===== src/rtl/cccv_pkg.sv =====
// Shared types and constants for the CC-CV cycling controller.
// Used by cccv_cfg_regs, cccv_step_core and cccv_cycling_controller.
`timescale 1ns / 1ps
`default_nettype none

package cccv_pkg;

  localparam int COUNT_WIDTH = 16;
  localparam int HCN_W       = 16;
  localparam int CFG_DATA_W  = 48;
  localparam int CFG_IDX_W   = 3;
  localparam int MODE_W      = 9;

  // phase codes
  localparam logic [1:0] PH_INIT  = 2'd0;
  localparam logic [1:0] PH_CC    = 2'd1;
  localparam logic [1:0] PH_CV    = 2'd2;
  localparam logic [1:0] PH_RELAX = 2'd3;

  // register indexes
  localparam logic [CFG_IDX_W-1:0] REG_CYCLE_MODE  = 3'd0;
  localparam logic [CFG_IDX_W-1:0] REG_CHG_CUT_V   = 3'd1;
  localparam logic [CFG_IDX_W-1:0] REG_DIS_CUT_V   = 3'd2;
  localparam logic [CFG_IDX_W-1:0] REG_CHG_CUT_C   = 3'd3;
  localparam logic [CFG_IDX_W-1:0] REG_DIS_CUT_C   = 3'd4;
  localparam logic [CFG_IDX_W-1:0] REG_CHG_RELAX_T = 3'd5;
  localparam logic [CFG_IDX_W-1:0] REG_DIS_RELAX_T = 3'd6;
  localparam logic [CFG_IDX_W-1:0] REG_ADAPT_WIN   = 3'd7;

  // cycle_mode bits
  localparam int MODE_CHARGE_FIRST = 0;
  localparam int MODE_SKIP_INIT    = 1;
  localparam int MODE_ADAPT_INIT   = 2;
  localparam int MODE_ADAPT_CHG    = 3;
  localparam int MODE_ADAPT_DIS    = 6;

  typedef struct packed {
    logic               start_cycling;
    logic [31:0]        step_number;
    logic [47:0]        sim_time;
    logic signed [31:0] cell_voltage;
    logic signed [31:0] cell_crate;
  } cccv_in_t;

  typedef struct packed {
    logic [1:0]       phase;
    logic             charging;
    logic [HCN_W-1:0] half_cycle_number;
    logic             phase_advanced;
    logic             half_cycle_done;
    logic             adapt_window_over;
    logic             adaptive_stepping;
  } cccv_out_t;

  typedef struct packed {
    logic [MODE_W-1:0]  cycle_mode;
    logic signed [31:0] charge_cutoff_voltage;
    logic signed [31:0] discharge_cutoff_voltage;
    logic signed [31:0] charge_cutoff_crate;
    logic signed [31:0] discharge_cutoff_crate;
    logic [47:0]        charge_relax_time;
    logic [47:0]        discharge_relax_time;
    logic [31:0]        adapt_window_steps;
  } cccv_cfg_t;

endpackage

`default_nettype wire


===== src/rtl/cccv_cfg_regs.sv =====
// Configuration register file for the CC-CV cycling controller.
// Depends on cccv_pkg for the register indexes and the config struct.
`timescale 1ns / 1ps
`default_nettype none

module cccv_cfg_regs (
  input  wire logic                             clk,
  input  wire logic                             rst,
  input  wire logic                             cfg_write,
  input  wire logic [cccv_pkg::CFG_IDX_W-1:0]   cfg_index,
  input  wire logic [cccv_pkg::CFG_DATA_W-1:0]  cfg_data,
  output cccv_pkg::cccv_cfg_t                   cfg
);
  import cccv_pkg::*;

  always_ff @(posedge clk) begin
    if (rst) begin
      cfg.cycle_mode               <= MODE_W'(1);
      cfg.charge_cutoff_voltage    <= '0;
      cfg.discharge_cutoff_voltage <= '0;
      cfg.charge_cutoff_crate      <= '0;
      cfg.discharge_cutoff_crate   <= '0;
      cfg.charge_relax_time        <= '0;
      cfg.discharge_relax_time     <= '0;
      cfg.adapt_window_steps       <= '0;
    end else if (cfg_write) begin
      unique case (cfg_index)
        REG_CYCLE_MODE:  cfg.cycle_mode               <= cfg_data[MODE_W-1:0];
        REG_CHG_CUT_V:   cfg.charge_cutoff_voltage    <= $signed(cfg_data[31:0]);
        REG_DIS_CUT_V:   cfg.discharge_cutoff_voltage <= $signed(cfg_data[31:0]);
        REG_CHG_CUT_C:   cfg.charge_cutoff_crate      <= $signed(cfg_data[31:0]);
        REG_DIS_CUT_C:   cfg.discharge_cutoff_crate   <= $signed(cfg_data[31:0]);
        REG_CHG_RELAX_T: cfg.charge_relax_time        <= cfg_data[47:0];
        REG_DIS_RELAX_T: cfg.discharge_relax_time     <= cfg_data[47:0];
        REG_ADAPT_WIN:   cfg.adapt_window_steps       <= cfg_data[31:0];
        default: ;
      endcase
    end
  end

endmodule

`default_nettype wire


===== src/rtl/cccv_step_core.sv =====
// Cycling state and per-step evaluation: phase end tests, phase advance,
// adaptive window and flag. Depends on cccv_pkg.
`timescale 1ns / 1ps
`default_nettype none

module cccv_step_core (
  input  wire logic          clk,
  input  wire logic          rst,
  input  wire logic          step_en,
  input  wire cccv_pkg::cccv_in_t  item,
  input  wire cccv_pkg::cccv_cfg_t cfg,
  output cccv_pkg::cccv_out_t result
);
  import cccv_pkg::*;

  logic                   charging_flag, charging_flag_next;
  logic [COUNT_WIDTH-1:0] half_cycle_count, half_cycle_count_next;
  logic [1:0]             charge_phase, charge_phase_next;
  logic [1:0]             discharge_phase, discharge_phase_next;
  logic [47:0]            charge_relax_end, charge_relax_end_next;
  logic [47:0]            discharge_relax_end, discharge_relax_end_next;
  logic                   change_pending, change_pending_next;
  logic [31:0]            last_change_step, last_change_step_next;

  logic        skip;
  logic [1:0]  cur;
  logic        hit;
  logic        advanced;
  logic        done;
  logic        pend_mid;
  logic        over;
  logic        adapt;
  logic [1:0]  phase_out;
  logic [48:0] end_sum;
  logic [47:0] end_sat;
  logic [32:0] win_end;

  always_comb begin
    charging_flag_next       = charging_flag;
    half_cycle_count_next    = half_cycle_count;
    charge_phase_next        = charge_phase;
    discharge_phase_next     = discharge_phase;
    charge_relax_end_next    = charge_relax_end;
    discharge_relax_end_next = discharge_relax_end;
    pend_mid                 = change_pending;
    last_change_step_next    = last_change_step;
    advanced                 = 1'b0;
    done                     = 1'b0;
    hit                      = 1'b0;
    skip                     = cfg.cycle_mode[MODE_SKIP_INIT];
    cur                      = charging_flag ? charge_phase : discharge_phase;

    end_sum = {1'b0, item.sim_time} +
              {1'b0, (charging_flag ? cfg.charge_relax_time : cfg.discharge_relax_time)};
    end_sat = end_sum[48] ? '1 : end_sum[47:0];

    if (half_cycle_count == '0) begin
      if (skip || item.start_cycling) begin
        if (!skip) begin
          pend_mid              = 1'b1;
          last_change_step_next = item.step_number;
          advanced              = 1'b1;
        end
        charging_flag_next    = cfg.cycle_mode[MODE_CHARGE_FIRST];
        half_cycle_count_next = COUNT_WIDTH'(1);
        charge_phase_next     = PH_CC;
        discharge_phase_next  = PH_CC;
      end
    end else begin
      case (cur)
        PH_CC:
          hit = charging_flag ? (item.cell_voltage >= cfg.charge_cutoff_voltage)
                              : (item.cell_voltage <= cfg.discharge_cutoff_voltage);
        PH_CV:
          hit = item.cell_crate <= (charging_flag ? cfg.charge_cutoff_crate
                                                  : cfg.discharge_cutoff_crate);
        default:
          hit = item.sim_time >= (charging_flag ? charge_relax_end : discharge_relax_end);
      endcase
      if (hit) begin
        advanced              = 1'b1;
        pend_mid              = 1'b1;
        last_change_step_next = item.step_number;
        case (cur)
          PH_CC: begin
            if (charging_flag) charge_phase_next = PH_CV;
            else               discharge_phase_next = PH_CV;
          end
          PH_CV: begin
            if (charging_flag) begin
              charge_relax_end_next = end_sat;
              charge_phase_next     = PH_RELAX;
            end else begin
              discharge_relax_end_next = end_sat;
              discharge_phase_next     = PH_RELAX;
            end
          end
          default: begin
            // end of half-cycle: rearm the other direction and flip
            done = 1'b1;
            if (charging_flag) discharge_phase_next = PH_CC;
            else               charge_phase_next = PH_CC;
            charging_flag_next = !charging_flag;
            if (half_cycle_count != '1)
              half_cycle_count_next = half_cycle_count + COUNT_WIDTH'(1);
          end
        endcase
      end
    end

    win_end             = {1'b0, last_change_step_next} + {1'b0, cfg.adapt_window_steps};
    over                = pend_mid && ({1'b0, item.step_number} >= win_end);
    change_pending_next = pend_mid && !over;

    if (half_cycle_count_next == '0) begin
      phase_out = PH_INIT;
      adapt     = cfg.cycle_mode[MODE_ADAPT_INIT];
    end else begin
      phase_out = charging_flag_next ? charge_phase_next : discharge_phase_next;
      case (phase_out)
        PH_CC:
          adapt = charging_flag_next ? cfg.cycle_mode[MODE_ADAPT_CHG]
                                     : cfg.cycle_mode[MODE_ADAPT_DIS];
        PH_CV:
          adapt = charging_flag_next ? cfg.cycle_mode[MODE_ADAPT_CHG + 1]
                                     : cfg.cycle_mode[MODE_ADAPT_DIS + 1];
        PH_RELAX:
          adapt = charging_flag_next ? cfg.cycle_mode[MODE_ADAPT_CHG + 2]
                                     : cfg.cycle_mode[MODE_ADAPT_DIS + 2];
        // an init code picks the bit past the charging group, else zero
        default:
          adapt = charging_flag_next ? cfg.cycle_mode[MODE_ADAPT_DIS] : 1'b0;
      endcase
    end

    result.phase             = phase_out;
    result.charging          = (half_cycle_count_next != '0) && charging_flag_next;
    result.half_cycle_number = HCN_W'(half_cycle_count_next);
    result.phase_advanced    = advanced;
    result.half_cycle_done   = done;
    result.adapt_window_over = over;
    result.adaptive_stepping = adapt;
  end

  always_ff @(posedge clk) begin
    if (rst) begin
      charging_flag       <= 1'b0;
      half_cycle_count    <= '0;
      charge_phase        <= PH_CC;
      discharge_phase     <= PH_CC;
      charge_relax_end    <= '0;
      discharge_relax_end <= '0;
      change_pending      <= 1'b0;
      last_change_step    <= '0;
    end else if (step_en) begin
      charging_flag       <= charging_flag_next;
      half_cycle_count    <= half_cycle_count_next;
      charge_phase        <= charge_phase_next;
      discharge_phase     <= discharge_phase_next;
      charge_relax_end    <= charge_relax_end_next;
      discharge_relax_end <= discharge_relax_end_next;
      change_pending      <= change_pending_next;
      last_change_step    <= last_change_step_next;
    end
  end

endmodule

`default_nettype wire


===== src/rtl/cccv_cycling_controller.sv =====
// CC-CV cycling controller top level: input register, step core, result register.
// An input transfer loads the item register; the core then advances it into the result
// register unless that is full and not draining. Throughput: one item per cycle while
// out_ready holds; the core updates the cycling state in the same cycle it evaluates.
// Reset (rst, synchronous): empty pipeline, registers to defaults, initial relaxation.
// Depends on cccv_pkg, cccv_cfg_regs and cccv_step_core.
`timescale 1ns / 1ps
`default_nettype none

module cccv_cycling_controller (
  input  wire logic                             clk,
  input  wire logic                             rst,
  input  wire logic                             in_valid,
  output logic                                  in_ready,
  input  wire cccv_pkg::cccv_in_t               in_data,
  output logic                                  out_valid,
  input  wire logic                             out_ready,
  output cccv_pkg::cccv_out_t                   out_data,
  input  wire logic                             cfg_write,
  input  wire logic [cccv_pkg::CFG_IDX_W-1:0]   cfg_index,
  input  wire logic [cccv_pkg::CFG_DATA_W-1:0]  cfg_data
);
  import cccv_pkg::*;

  cccv_cfg_t cfg;
  cccv_in_t  item;
  logic      item_valid;
  logic      step_en;
  cccv_out_t result;

  cccv_cfg_regs u_cfg (
    .clk       (clk),
    .rst       (rst),
    .cfg_write (cfg_write),
    .cfg_index (cfg_index),
    .cfg_data  (cfg_data),
    .cfg       (cfg)
  );

  cccv_step_core u_core (
    .clk     (clk),
    .rst     (rst),
    .step_en (step_en),
    .item    (item),
    .cfg     (cfg),
    .result  (result)
  );

  // advance the held item whenever the result register is free or draining
  assign step_en  = item_valid && (!out_valid || out_ready);
  assign in_ready = !item_valid || step_en;

  always_ff @(posedge clk) begin
    if (rst) begin
      item_valid <= 1'b0;
    end else if (in_ready) begin
      item_valid <= in_valid;
    end
  end

  always_ff @(posedge clk) begin
    if (in_ready && in_valid) begin
      item <= in_data;
    end
  end

  always_ff @(posedge clk) begin
    if (rst) begin
      out_valid <= 1'b0;
    end else if (step_en) begin
      out_valid <= 1'b1;
    end else if (out_ready) begin
      out_valid <= 1'b0;
    end
  end

  always_ff @(posedge clk) begin
    if (step_en) begin
      out_data <= result;
    end
  end

endmodule

`default_nettype wire


===== config.mk =====
export PLATFORM = sky130hd
export DESIGN_NAME = cccv_cycling_controller
export DESIGN_NICKNAME = d
export VERILOG_FILES = /design/src/rtl/cccv_pkg.sv /design/src/rtl/cccv_cfg_regs.sv /design/src/rtl/cccv_step_core.sv /design/src/rtl/cccv_cycling_controller.sv
export SDC_FILE = /design/constraint.sdc
export NUM_CORES = 2
export LEC_CHECK = 0
export BUFFER_PORTS_ARGS = -buffer_cell sky130_fd_sc_hd__buf_2
export CELL_PAD_IN_SITES_DETAIL_PLACEMENT = 0
export CELL_PAD_IN_SITES_GLOBAL_PLACEMENT = 1
export CORE_MARGIN = 2
export CORE_UTILIZATION = 50
export CTS_CLUSTER_SIZE = 25
export DETAILED_ROUTE_END_ITERATION = 8
export GPL_TIMING_DRIVEN = 0
export PLACE_DENSITY_LB_ADDON = 0.1
export SYNTH_ARGS = -nofsm -noshare
export SYNTH_HDL_FRONTEND = slang
export SYNTH_SLANG_ARGS = --single-unit

===== constraint.sdc =====
create_clock -name clk -period 27.3 [get_ports clk]
set_input_delay 4.095 -clock clk [delete_from_list [all_inputs] [get_ports clk]]
set_output_delay 4.095 -clock clk [all_outputs]
set_load 0.005 [all_outputs]

After elaboration in Yosys (flattened, before gate mapping)
Cells that the tools add are included.

storage, ports and cells
  output and inout port bits = 25
  word-level logic and storage cells = 136
  flip-flop bits (word level) = 585
  bits of input ports = 201

cells by class
  add/subtract/negate cells = 3
  mux-type cells = 53
  equality and inequality tests = 13
  order comparisons = 5
  bitwise operators = 3
  reductions and logical operators = 29

operators with widths
  cell                                                 count
  2-to-1 mux 32 bit                                    5
  2-to-1 mux 48 bit                                    3
  2-to-1 mux 16 bit                                    5
  less-or-equal comparator 32 bit                      2
  adder 48 x 48 -> 49 bit                              1
  >= comparator 48 bit                                 1
  adder 32 x 32 -> 33 bit                              1
  >= comparator 32 x 33 -> 1 bit                       1
  >= comparator 32 bit                                 1
  logical NOT 16 bit                                   2
  2-to-1 mux 2 bit                                     14
  2-to-1 mux 1 bit                                     22
  adder 16 x 1 -> 16 bit, second input constant        1
  inequality test 16 bit, second input constant        1
  AND reduction 2 bit                                  8
  nonzero test 16 bit                                  1
  equality test 3 bit, second input constant           4
  AND reduction 5 bit                                  2
  case mux 2 bit (2 select lines)                      2
  equality test 2 bit, second input constant           3
  equality test 3 x 2 -> 1 bit, second input constant  2
  logical AND 1 bit                                    5
  equality test 2 x 1 -> 1 bit, second input constant  2
  logical NOT 1 bit                                    4
  other kinds (8)                                      13

Longest topological paths before layout
  depth in word-level cells = 11
  depth in mapped cells = 44
  depth with buffers taken out = 39

Hierarchy
A second synthesis with hierarchy kept.

unflattened totals
  cells, all modules = 3059
  area total of the unflattened synthesis = 31501.5 µm²

modules (own cells, without submodules)
  module                   cells an instance  seq. area each (µm²)  instances  area each (µm²)
  cccv_step_core           1951               3002.9                1          15977.8
  cccv_cfg_regs            930                5305.1                1          10375.0
  cccv_cycling_controller  178                5084.9                1          5148.7

Least setup slack after synthesis
No wires, ideal clock.

  kind = register -> register
  start = register u_core.charging_flag
  end = register out_data[1] (netlist bit), data pin
  arrival time = 8.710 ns
  stages on the path, launching flop included = 45
  path buffers = 5
  clock period less this slack = 8.972 ns
  slack = 18.328 ns
  setup time = 0.263 ns
  data required time = 27.037 ns
  cells stage by stage = dfxtp_1 clkbuf_1 clkbuf_1 clkbuf_1 mux2i_1 ha_1 nand4_2 or4_4 a2111oi_4 o31ai_1 a41o_2 a21oi_2 a31oi_1 and2_0 clkbuf_1 o21a_1 inv_2 buf_2 [... 9 more ...] nand2b_1 a21oi_1 o21ai_0 a21oi_1 xor2_1 ha_1 a21o_1 a21o_1 a21o_1 a21o_1 a21oi_1 nor2b_1 o21ai_0 o311ai_0 a221oi_1 o21ai_0 o211ai_1 a21oi_1

RTL lines
  item                      RTL line                       RTL
  start: declaration        cccv_step_core.sv:16           logic charging_flag, charging_flag_next;
  start signal: assignment  cccv_step_core.sv:156          charging_flag <= charging_flag_next;
  end signal: assignment    cccv_cycling_controller.sv:79  out_data <= result;
  end: declaration          cccv_cycling_controller.sv:18  output cccv_pkg::cccv_out_t out_data,

==> flow_results.org <==
** Critical path
- Critical Path Start Type :: flip-flop
- Worst reg-to-reg setup slack :: 15.26 ns
- For this run, the slowest stage of the critical path takes 0.73 ns.
- For the worst setup path, the data required time is 27.66 ns.
- Endpoint arrival time on the critical path :: 12.40 ns
- Worst Path Max Fanout :: 10
- The setup path with the least slack is of type reg -> reg.
- Cell mode on critical path :: sky130_fd_sc_hd__a21o_1
- The slowest stage of the critical path is the sky130_fd_sc_hd__buf_1 cell.
- STA classifies the critical path endpoint as a flip-flop.

** Cells and area
- Fraction of final layout cells sized beyond drive strength 1 :: 12.1%
- Most common cell after layout, fill and taps aside :: sky130_fd_sc_hd__nand2_1
- Area of all placed cells without fillers :: 0.0346 mm^2
- Final layout net count :: 4,116
- Most frequent cells in the layout :: sky130_fd_sc_hd__nand2_1, sky130_fd_sc_hd__dfxtp_1, sky130_fd_sc_hd__a21oi_1
- Compared with the post-synthesis result, the final layout area differs by 14.2%.
- Final cell count without fillers :: 4,490
- At the end of the flow the core is filled with cells to 57.5%.

** Placed design
- Buffers added on ports :: 213
- Detailed placement finished with a half-perimeter wire length of 70.3 mm.
- Routability-driven placement finished with a final weighted congestion of 0.943.
- Placement-stage worst setup slack :: 15.40 ns
- Once placement finished, the instance area stood at 0.0324 mm^2.
- Total instance count after detailed placement :: 4,366

** STA
- Maximum achievable frequency :: 0.0830 GHz
- After layout, the worst path uses 44.1% of the clock period.
- The final max-slew violation count was 0.
- Total Neg Setup Slack :: 0 ns
- Worst setup slack after layout :: 15.26 ns
- Rel. slew slack :: 24.6%
- Setup repair after global routing left no endpoint under its margin.
- Between clock sinks in the finished design, the worst skew comes to 0.0277 ns.
- Number of endpoints with negative hold slack in the final report :: 0
- Across all hold checks on the routed design, the worst slack comes to 0.453 ns.
- Setup violations remaining at the end of the flow were counted as 0.
- Slew at the pin closest to its max-slew limit :: 1.12 ns
- Minimum clock period :: 12.04 ns

** Pwr
- Static Leak :: 13.3 nW
- Sw Ratio :: 25.9%
- Across the VDD grid, the largest voltage drop is 0.0000377 V.
- Part of the total power dissipated in combinational logic :: 11.6%
- Part of the total power dissipated in the clock network :: 43.3%
- Registers are responsible for 45.2% of the overall power.
- Power consumption :: 2.08 mW
- Power Dens Cells :: 60.1 mW/mm^2
- For this design the total switching power over the nets is 0.538 mW.
- Cell internal power was estimated by the tool at 1.54 mW.

** Detailed routing
- In the routed layout, each cell is associated on average with a via count of 5.71.
- For this run, design rule violations remaining after detail routing come to 0.
- The routed design has 93.7 mm of wire.
- Summed over all nets, wire length on met3 after detailed routing comes to 5.01 mm.
- Count of nets left with antenna violations after detail routing :: 0
- The routed layout has 25.6k vias.
- Amount of wire on met2 after detailed routing :: 45.4 mm
- Dividing the detail-routed wire length by the instance count gives 20.9 um.
- Number of design-rule violations left by the first detailed-router iteration :: 1,546
- Number of optimization iterations in the first detailed-route pass :: 7
- Top layer used by detailed routing :: met4
- M1 WL :: 40.1 mm

** Logic synthesis
- For this run, the register share of the synthesized area comes to 44.2%.
- After synthesis, the largest family of logic cells by area is compound AO/OA/AOI/OAI gates.
- Largest cells by area after synthesis :: sky130_fd_sc_hd__dfxtp_1, sky130_fd_sc_hd__edfxtp_1, sky130_fd_sc_hd__ha_1, sky130_fd_sc_hd__nand2_1, sky130_fd_sc_hd__a21oi_1
- Summing every instance area after synthesis gives 0.0303 mm^2.
- Mux cell area share after synthesis :: 6.06%
- Syn_area_per_cell :: 9.00 um^2
- Unique masters post-synth :: 79
- Dominant register cell in the synthesized netlist :: sky130_fd_sc_hd__dfxtp_1
- Yosys mapped a number of flops with a built-in enable equal to 168.
- Of the total synthesized cell area, the portion taken by XOR and XNOR cells is 2.46%.
- Synthesized instance count :: 3,369
- Yosys printed 0 warnings.
- In this run, synthesis produced a sequential element count of 585.
- Fraction of the mapped netlist area in adder cells :: 10.9%
- Area share of the largest cell type after synthesis :: 27.5%
- Fraction of the mapped netlist area in compound gates :: 16.3%
- The number of nets handed over by synthesis was 3,832.
- After Yosys synthesis, and, or, nand and nor cells account for 16.3% of the synthesized area.
- Cell taking the most area after synthesis :: sky130_fd_sc_hd__dfxtp_1
- After synthesis, the share of flip-flops with an asynchronous set or reset is 0%.

** CTS
- Gates resized, CTS repair :: 0
- Number of buffers inserted to repair setup after CTS :: 0
- The root buffer cell chosen for the clock tree is sky130_fd_sc_hd__clkbuf_16.
- Hold buffer count at CTS :: 0
- After clock tree synthesis, the clock-pin slew on the worst setup and hold paths is 0.06 ns.
- In this run the number of H-tree levels came out at 3.
- The later pin in the worst-skew pair is clocked with a latency of 0.62 ns.
- In this run, CTS created clock tree buffers numbering 67.
- For this design, the sink count on the clock tree is 585.
- In this run the deepest clock path goes through 3 buffers.
- CTS tree :: yes

** GRT
- Initial antenna violation count :: 2
- Number of global-route vias before repair :: 24.8k
- Wire length of the first global-routing pass :: 142 mm
- Total track usage :: 29.3%
- Largest net degree at the start of global routing :: 69
- Residual overflow from global routing :: 0

** Floorplanning
- Placeable Area :: 0.0601 mm^2
- Y dimension of the die :: 250 um
- Once the floorplan was initialized, standard cells occupied 50.4% of the core.
- Count of boundary I/O pins :: 226
- In this run the horizontal extent of the chip is 250 um.
- Placement row count :: 90
- Die Footprint :: 0.0626 mm^2

** Run
- Across the run, the number of max-cap violations was 0.

** Run status
- Run status :: complete, no violations

** Min path
- Worst hold-check path type :: reg -> reg
[state kept, by name, indices dropped and copies added (netlist names), 2 cells and up]
signal and flops:
u_cfg.cfg 265, u_core.discharge_relax_end 48, u_core.half_cycle_count 16, u_core.last_change_step 32, u_core.charge_relax_end 48, out_data 23, u_core.discharge_phase 2, u_core.charge_phase 2
item 145
[final timing paths]
| path | startpoint | end | depth (start not counted) |
|---|---|---|---|
| setup / recovery | u_core.charging_flag | out_data[1] | 43 |
| hold / removal | u_cfg.cfg[106] | u_cfg.cfg[106] | 2 |
| hold reg to reg | u_cfg.cfg[106] | u_cfg.cfg[106] | 2 |
| setup reg to reg | u_core.charging_flag | out_data[1] | 43 |
[synthesized netlist by cell type (7+ instances only)]
cell and instances:
sky130_fd_sc_hd__buf_1 19, sky130_fd_sc_hd__or3_1 10, sky130_fd_sc_hd__nand3_1 41, sky130_fd_sc_hd__nand2b_1 21
sky130_fd_sc_hd__dfxtp_1 417, sky130_fd_sc_hd__and3_1 13, sky130_fd_sc_hd__mux2_2 78, sky130_fd_sc_hd__xor2_1 34
sky130_fd_sc_hd__nor2b_1 17, sky130_fd_sc_hd__a211oi_1 83, sky130_fd_sc_hd__a31oi_1 16, sky130_fd_sc_hd__nor4_1 10
sky130_fd_sc_hd__clkbuf_1 131, sky130_fd_sc_hd__and4_1 7, sky130_fd_sc_hd__and2_1 11, sky130_fd_sc_hd__nand2_1 638
sky130_fd_sc_hd__a211o_1 7, sky130_fd_sc_hd__nor3_1 55, sky130_fd_sc_hd__inv_1 119, sky130_fd_sc_hd__a21oi_1 414
sky130_fd_sc_hd__ha_1 260, sky130_fd_sc_hd__clkbuf_2 9, sky130_fd_sc_hd__a221oi_1 10, sky130_fd_sc_hd__or2_2 9
sky130_fd_sc_hd__nor2_1 270, sky130_fd_sc_hd__o211ai_1 9, sky130_fd_sc_hd__edfxtp_1 168, sky130_fd_sc_hd__mux2i_1 89
sky130_fd_sc_hd__a311oi_1 13, sky130_fd_sc_hd__a21o_1 69, sky130_fd_sc_hd__o21a_1 15, sky130_fd_sc_hd__buf_2 18
sky130_fd_sc_hd__nand4_1 49, sky130_fd_sc_hd__o21ai_0 74, sky130_fd_sc_hd__o21bai_1 17, sky130_fd_sc_hd__xnor2_1 51
sky130_fd_sc_hd__a21boi_0 8
[power groups by stage]
stage	logic [mW]	clock network, mW	registers [mW]
2_1_floorplan	0.156	0	0.952
3_3_place_gp	0.230	0	0.960
3_5_place_dp	0.238	0	0.958
4_1_cts	0.239	0.911	0.940
5_1_grt	0.267	0.944	0.942
6_report	0.240	0.900	0.940
[per-layer routing]
layer,vias up,GRT usage (%)
li1,12500,-
met1,12300,37.2
met2,738,50.9
met3,157,3.76
met4,0,11.0
met5,-,0
[cell type report]
type	instances	area (um^2)
Clock inverter	15	163
Buffer	180	722
Multi-Input combinational cell	2482	15700
Timing Repair Buffer	215	1120
Tap cell	782	978
Sequential cell	585	13400
Inverter	122	460
Fill cell	5387	25500
Antenna cell	1	2.50
Clock buffer	108	2020
[kinds of logic (layout without fill, tap and decap cells)]
kind of cell	after synthesis	count (layout)
buffers and inverters	302	640
adders and majority gates	262	262
other	0	1
DFF	585	585
muxes	173	173
xor gates and xnor gates	85	85
AOI/OAI and AO/OA	800	800
and+or+nand+nor	1162	1162
[worst max-delay path, delay by kind of cell, from the launching register on]
kind | cells | cell delay, ns
xor gates and xnor gates | 1 | 0.13
adders and majority gates | 3 | 0.86
DFF | 1 | 0.57
muxes | 2 | 0.64
AOI/OAI and AO/OA | 27 | 6.50
and+or+nand+nor | 4 | 0.59
buffers and inverters | 6 | 2.43
No activity file was read; power rests on OpenSTA's default activity.
